--- src/rtl/lphs_pkg.sv ---
// shared constants, request/response types and control structs for the hash set
package lphs_pkg;

	localparam int TABLE_SIZE = 1024;
	localparam int KEY_BITS   = 32;
	localparam int IDX_W      = $clog2(TABLE_SIZE);
	localparam int CNT_W      = 11;
	localparam int TOTAL_W    = 32;

	// request type codes
	localparam logic REQ_INSERT = 1'b0;
	localparam logic REQ_CLEAR  = 1'b1;

	typedef struct packed {
		logic                req_type;
		logic [KEY_BITS-1:0] key;
	} req_t;

	typedef struct packed {
		logic               is_new;
		logic [CNT_W-1:0]   probes;
		logic [TOTAL_W-1:0] total_probes;
		logic               table_full;
	} rsp_t;

	typedef enum logic [1:0] {
		ST_CLR,
		ST_IDLE,
		ST_PROBE,
		ST_RESP
	} state_t;

	// controller to datapath
	typedef struct packed {
		logic start;
		logic sweep;
		logic step;
		logic store;
		logic fin_ins;
		logic fin_clr;
		logic load_out;
	} cmd_t;

	// datapath to controller
	typedef struct packed {
		logic empty;
		logic hit;
		logic exhausted;
		logic sweep_last;
	} stat_t;

endpackage

--- src/rtl/lphs_ctrl.sv ---
// controller: state machine for sweep, probe walk and response handoff
module lphs_ctrl (
	input  logic            clk,
	input  logic            arst_n,
	input  logic            req_valid,
	input  logic            req_type,
	input  logic            rsp_stall,
	input  lphs_pkg::stat_t stat,
	output logic            req_stall,
	output logic            rsp_valid,
	output lphs_pkg::cmd_t  cmd
);
	import lphs_pkg::*;

	state_t state_q;
	state_t state_nxt;
	logic   clr_pend_q;
	logic   rsp_valid_q;
	logic   out_free;
	logic   done;

	assign out_free = !rsp_valid_q || !rsp_stall;
	assign done     = stat.empty | stat.hit | stat.exhausted;

	// next state
	always_comb begin
		state_nxt = state_q;
		case (state_q)
			ST_CLR: begin
				if (stat.sweep_last) begin
					state_nxt = clr_pend_q ? ST_RESP : ST_IDLE;
				end
			end
			ST_IDLE: begin
				if (req_valid) begin
					state_nxt = (req_type == REQ_CLEAR) ? ST_CLR : ST_PROBE;
				end
			end
			ST_PROBE: begin
				if (done) begin
					state_nxt = ST_RESP;
				end
			end
			ST_RESP: begin
				if (out_free) begin
					state_nxt = ST_IDLE;
				end
			end
			default: state_nxt = ST_CLR;
		endcase
	end

	// outputs
	always_comb begin
		cmd       = '0;
		req_stall = 1'b1;
		case (state_q)
			ST_CLR: begin
				cmd.sweep   = 1'b1;
				cmd.fin_clr = stat.sweep_last && clr_pend_q;
			end
			ST_IDLE: begin
				req_stall = 1'b0;
				cmd.start = req_valid && (req_type == REQ_INSERT);
			end
			ST_PROBE: begin
				cmd.store   = stat.empty;
				cmd.step    = !done;
				cmd.fin_ins = done;
			end
			ST_RESP: begin
				cmd.load_out = out_free;
			end
			default: begin
				req_stall = 1'b1;
			end
		endcase
	end

	// state and pending clear request
	always_ff @(posedge clk or negedge arst_n) begin
		if (!arst_n) begin
			state_q    <= ST_CLR;
			clr_pend_q <= 1'b0;
		end else begin
			state_q <= state_nxt;
			if (state_q == ST_IDLE && req_valid && req_type == REQ_CLEAR) begin
				clr_pend_q <= 1'b1;
			end else if (state_q == ST_CLR && stat.sweep_last) begin
				clr_pend_q <= 1'b0;
			end
		end
	end

	// output valid
	always_ff @(posedge clk or negedge arst_n) begin
		if (!arst_n) begin
			rsp_valid_q <= 1'b0;
		end else if (cmd.load_out) begin
			rsp_valid_q <= 1'b1;
		end else if (!rsp_stall) begin
			rsp_valid_q <= 1'b0;
		end
	end

	assign rsp_valid = rsp_valid_q;

endmodule

--- config.mk ---
export PLATFORM = sky130hd
export DESIGN_NAME = lphs_ctrl
export DESIGN_NICKNAME = d
export VERILOG_FILES = /design/src/rtl/lphs_pkg.sv /design/src/rtl/lphs_ctrl.sv
export SDC_FILE = /design/constraint.sdc
export NUM_CORES = 1
export LEC_CHECK = 0
export ABC_AREA = 1
export BUFFER_PORTS_ARGS = -buffer_cell sky130_fd_sc_hd__buf_2
export CELL_PAD_IN_SITES_DETAIL_PLACEMENT = 1
export CELL_PAD_IN_SITES_GLOBAL_PLACEMENT = 2
export CORE_MARGIN = 5
export CORE_UTILIZATION = 18
export CTS_BUF_LIST = sky130_fd_sc_hd__clkbuf_8
export DETAILED_ROUTE_END_ITERATION = 10
export PLACE_DENSITY = 0.81
export SLEW_MARGIN = 10
export SYNTH_ARGS = -nofsm -noshare
export SYNTH_HDL_FRONTEND = slang
export SYNTH_SLANG_ARGS = --single-unit
--- constraint.sdc ---
create_clock -name clk -period 1.1 [get_ports clk]
set_input_delay 0 -clock clk [delete_from_list [all_inputs] [get_ports clk]]
set_output_delay 0 -clock clk [all_outputs]
set_load 0.01 [all_outputs]
After elaboration in Yosys (flattened, before gate mapping)
Index checks and enable logic that the tools add are counted.
{"block": "word_totals", "mem_count": 0, "ramBits": 0, "reg_bits": 4, "inputBits": 9, "word_cells": 43, "latchBits": 0, "rom_bits": 0, "out_inout_bits": 9}
{"block": "op_classes", "n_eq_ne": 8, "n_mux": 17, "reduce_logical": 12, "shifts": 0, "div": 0, "add_sub_neg": 0, "bitwise": 3, "multipliers": 0, "n_lt_le_gt_ge": 0}
{"op": "two-way mux 2 bit", "count": 6}
{"op": "two-way mux 1 bit", "count": 9}
{"op": "!= test 2 bit, second input constant", "count": 4}
{"op": "one-hot mux 2 bit (4 select lines)", "count": 1}
{"op": "logical AND 1 bit", "count": 5}
{"op": "== test 2 bit, second input constant", "count": 2}
{"op": "AND reduction 4 bit", "count": 1}
{"op": "logical NOT 1 bit", "count": 3}
{"op": "two-way mux 3 bit", "count": 1}
{"op": "== test 2 x 1 -> 1 bit, second input constant", "count": 1}
{"op": "logical NOT 2 bit", "count": 1}
{"op": "!= test 2 x 1 -> 1 bit, second input constant", "count": 1}
{"op": "bitwise OR 1 bit", "count": 2}
{"op": "nonzero test 2 bit", "count": 1}
{"op": "logical OR 1 bit", "count": 1}
{"op": "inverter 1 bit", "count": 1}

Depth between registers and ports, before layout
{"block": "depth", "ltp_word": 4, "mapped_depth": 6, "depth_no_buf": 6}

Worst setup path after synthesis
OpenSTA, ideal clock, no wires.
{"block": "synth_timing", "path_type": "register to register", "start": "register state_q[1]", "end": "register state_q[1]", "path_slack_ns": 0.145, "period_less_slack_ns": 0.955, "setup_time_ns": 0.123, "t_required_ns": 0.977, "stages_incl_launch_ff": 5, "arrival_ns": 0.832, "n_path_buf": 0, "path_cell_list": "dfrtp_1 -> nor2_1 -> nand2_1 -> o21ai_0 -> o21ai_1"}
{"block": "synth_via", "elab_chain_len": 3, "elab_cells_between_ends": 10, "classes_between": "eq/ne (7); mux (1); reduce/logical (2)"}
{"element": "from (decl)", "line": "lphs_ctrl.sv:15", "text": "state_t state_q;"}
{"element": "from (signal assigned)", "line": "lphs_ctrl.sv:86", "text": "state_q <= state_nxt;"}
{"element": "== test 2 bit, or another cell as far along", "line": "lphs_ctrl.sv:28", "text": "case (state_q)"}
{"element": "!= test 2 bit (no source line)"}
{"element": "AND reduction 4 bit (no source line)"}
Several ways; a longest one is shown, not always the timed one.
A chain may end at the register's enable or synchronous reset.

==> results.md <==
* Status: completed
* Synth Warn # at 0
* Hold Path Class: in -> reg
* I/O Pins at 18
* Via/cell ratio at 4.22
* Post-synthesis sequential area ratio at 36.7%
* Normalized max-slew margin at 88.4%
* Gr ovfl total at 0
* Yosys reg bits at 4
* Final Hold Vio Count at 0
* # DRC at 0
* Standard-cell row count at 14
* FMAX at 930 MHz
* RSZ-0062 raised after global routing: yes
* Global routing met1 resource utilization at 9.17%
* Worst Hold Depth at 3
* Critical path's largest stage delay at 0.44 ns
* Unique masters post-synth at 12
* Final net count at 78
* CTS Buf Count at 3
* Register area at 103 um^2
* Total Routing Usage GR at 8.70%
* Final Max Tran Viols at 0
* Fill count at 205
* Slowest CP cell: dfrtp_2
* TNS Setup at 0 ns
* Period minus WS final at 1.07 ns
* Leakage power at 0.265 nW
* Critical-path cell list: inv_2 -> nand3_2 -> nor2_1 -> buf_2
* Core area at 1470 um^2
* Die Wd at 48.9 um
* Hpwl dp at approximately 710 um
* M3 GR Usage at 3.06%
* H-tree depth at 1
* Syn-to-layout area delta at 70.2%
* CP Max Fanout at 5
* Tcrit/Tclk final at 97.7%
* Gpl congestion at 0.742
* Final non-filler cell total at 83
* Kind of end point of the critical path: primary output
* WP data arrival at 1.07 ns
* Area of the multi-input gates at 161 um^2
* Remaining antenna violation count at 0
* Starting Density at roughly 19%
* Slew @ Worst Pin at roughly 0.17 ns
* CTS clk-pin slew, worst paths at 0.03 ns
* Via count at 350
* Clock Skew at 0.00246 ns
* N_diodes at 0
* Root Buffer: clkbuf_8
* Placed Instances at 77
* Peak supply drop at a little under 1000 uV
* Syn nets at 53
* Mapped Cells at 44
* Drt first-iter violations at 5
* Worst Reg2Reg Path Length in Cells at 6
* Syn avg cell area at 6.20 um^2
* First-pass GRT wire length at 1580 um
* Power Density at between 2000 and 3000 nW/um^2
* Initial antenna violation count at 0
* Startpoint types: register
* Most frequent cells in the layout: buf_2 (17), nor2_1 (10), nand2_1 (10), inv_1 (5)
* Crit path kind: reg -> out
* Required time worst endpoint at 1.10 ns
* M2 GR Usage at 13.3%
* GRT busiest layer: met2
* Final Util at 31.5%
* Largest net degree at the start of global routing at 6
* Routed Wire Length at about 930 um
* Routed len/inst at 11.2 um
* Number of global-route vias before repair at 364
* Length of the first detailed-routing pass in iterations at 3
* PortBufs at 17
* Chip height at 48.9 um
* CTS tree: built
* Die area at 2390 um^2
* CTS Sinks at 4
* Synthesized area at 273 um^2
* Max cap viols at 0
* Setup-failing EPs final at 0
* Commonest non-fill, non-tap cell in the layout: buf_2
* Layout cell share with drive strength beyond 1 at 46.3%
* Worst-Skew Late Latency at 0.22 ns
* CTS Buffer Depth at 2
metal layers:
metal	part of all wire, %	wire length [um]
met5	0	0
met2	52	487
met3	4.3	40
met4	0	0
met1	43	400
registers in the layout, summed over array words and instances, names as in the netlist:
signal      cells
rsp_valid       1
clr_pend_q      1
state_q         2
critical path, delay by kind of cell (launching register included):
family,cells,cell delay [ns]
buffers and inverters,2,0.23
flip-flops,1,0.44
AND/OR/NAND/NOR,2,0.18
final cells by class:
cell class | count | area share [%]
inverter | 7 | 6.20
timing repair buffer | 20 | 23.7
sequential | 4 | 22.1
multi-input combinational | 33 | 34.8
tap | 16 | 4.31
clock buffer | 3 | 8.89
timing repair:
item | CTS | global route
endpoints found under the hold margin | 4 | 0
setup buffers | 1 | 1
pin swaps | 1 | 2
gates resized for setup | 3 | 5
setup endpoints to repair | 2 | 8
hold buffers | 1 | 0
report_power, final:
group | switching [mW] | internal [mW]
clock | 0.0722 | 0.233
combinational | 0.344 | 0.221
sequential | 0.0897 | 0.227
total | 0.506 | 0.681
final timing paths:
kind | to | slack, ns | start
setup / recovery | cmd[6] | 0.03 | state_q[1]
hold / removal | clr_pend_q | 0.06 | req_type
setup reg to reg | state_q[0] | 0.05 | state_q[1]
hold reg to reg | clr_pend_q | 0.53 | clr_pend_q
max in group asynchronous | state_q[1] | 0.82 | arst_n
min in group asynchronous | state_q[0] | 0.14 | arst_n
cell usage after synthesis:
master	instances	area share, %
dfrtp_1	4	37
nand2_1	11	15
o21ai_1	1	1.8
inv_1	6	8.3
nor2_1	11	15
nor2_4	1	4.1
nand4_1	1	2.3
nand3_1	2	3.7
a21oi_1	2	3.7
nand2_2	1	2.3
o21ai_0	3	5.5
inv_2	1	1.4
cell families after synthesis:
family / Yosys count / synth area share (%)
compound gates: 6 / 11.0
buf+inv: 7 / 9.63
flops: 4 / 36.7
simple gates: 27 / 42.7
stage by stage:
stage	total power [mW]	cell area, um^2	hold slack, ns	setup WS (ns)
after floorplan	0.600	273	-0.296	0.145
after global placement	0.784	378	-0.191	0.101
after detailed placement	0.797	378	-0.191	0.0665
after CTS	1.16	444	0.0545	0.0134
after global routing	1.30	464	0.0660	-0.0389
final	1.19	464	0.0573	0.0251
Note: power is estimated with default switching activity, not from simulation.
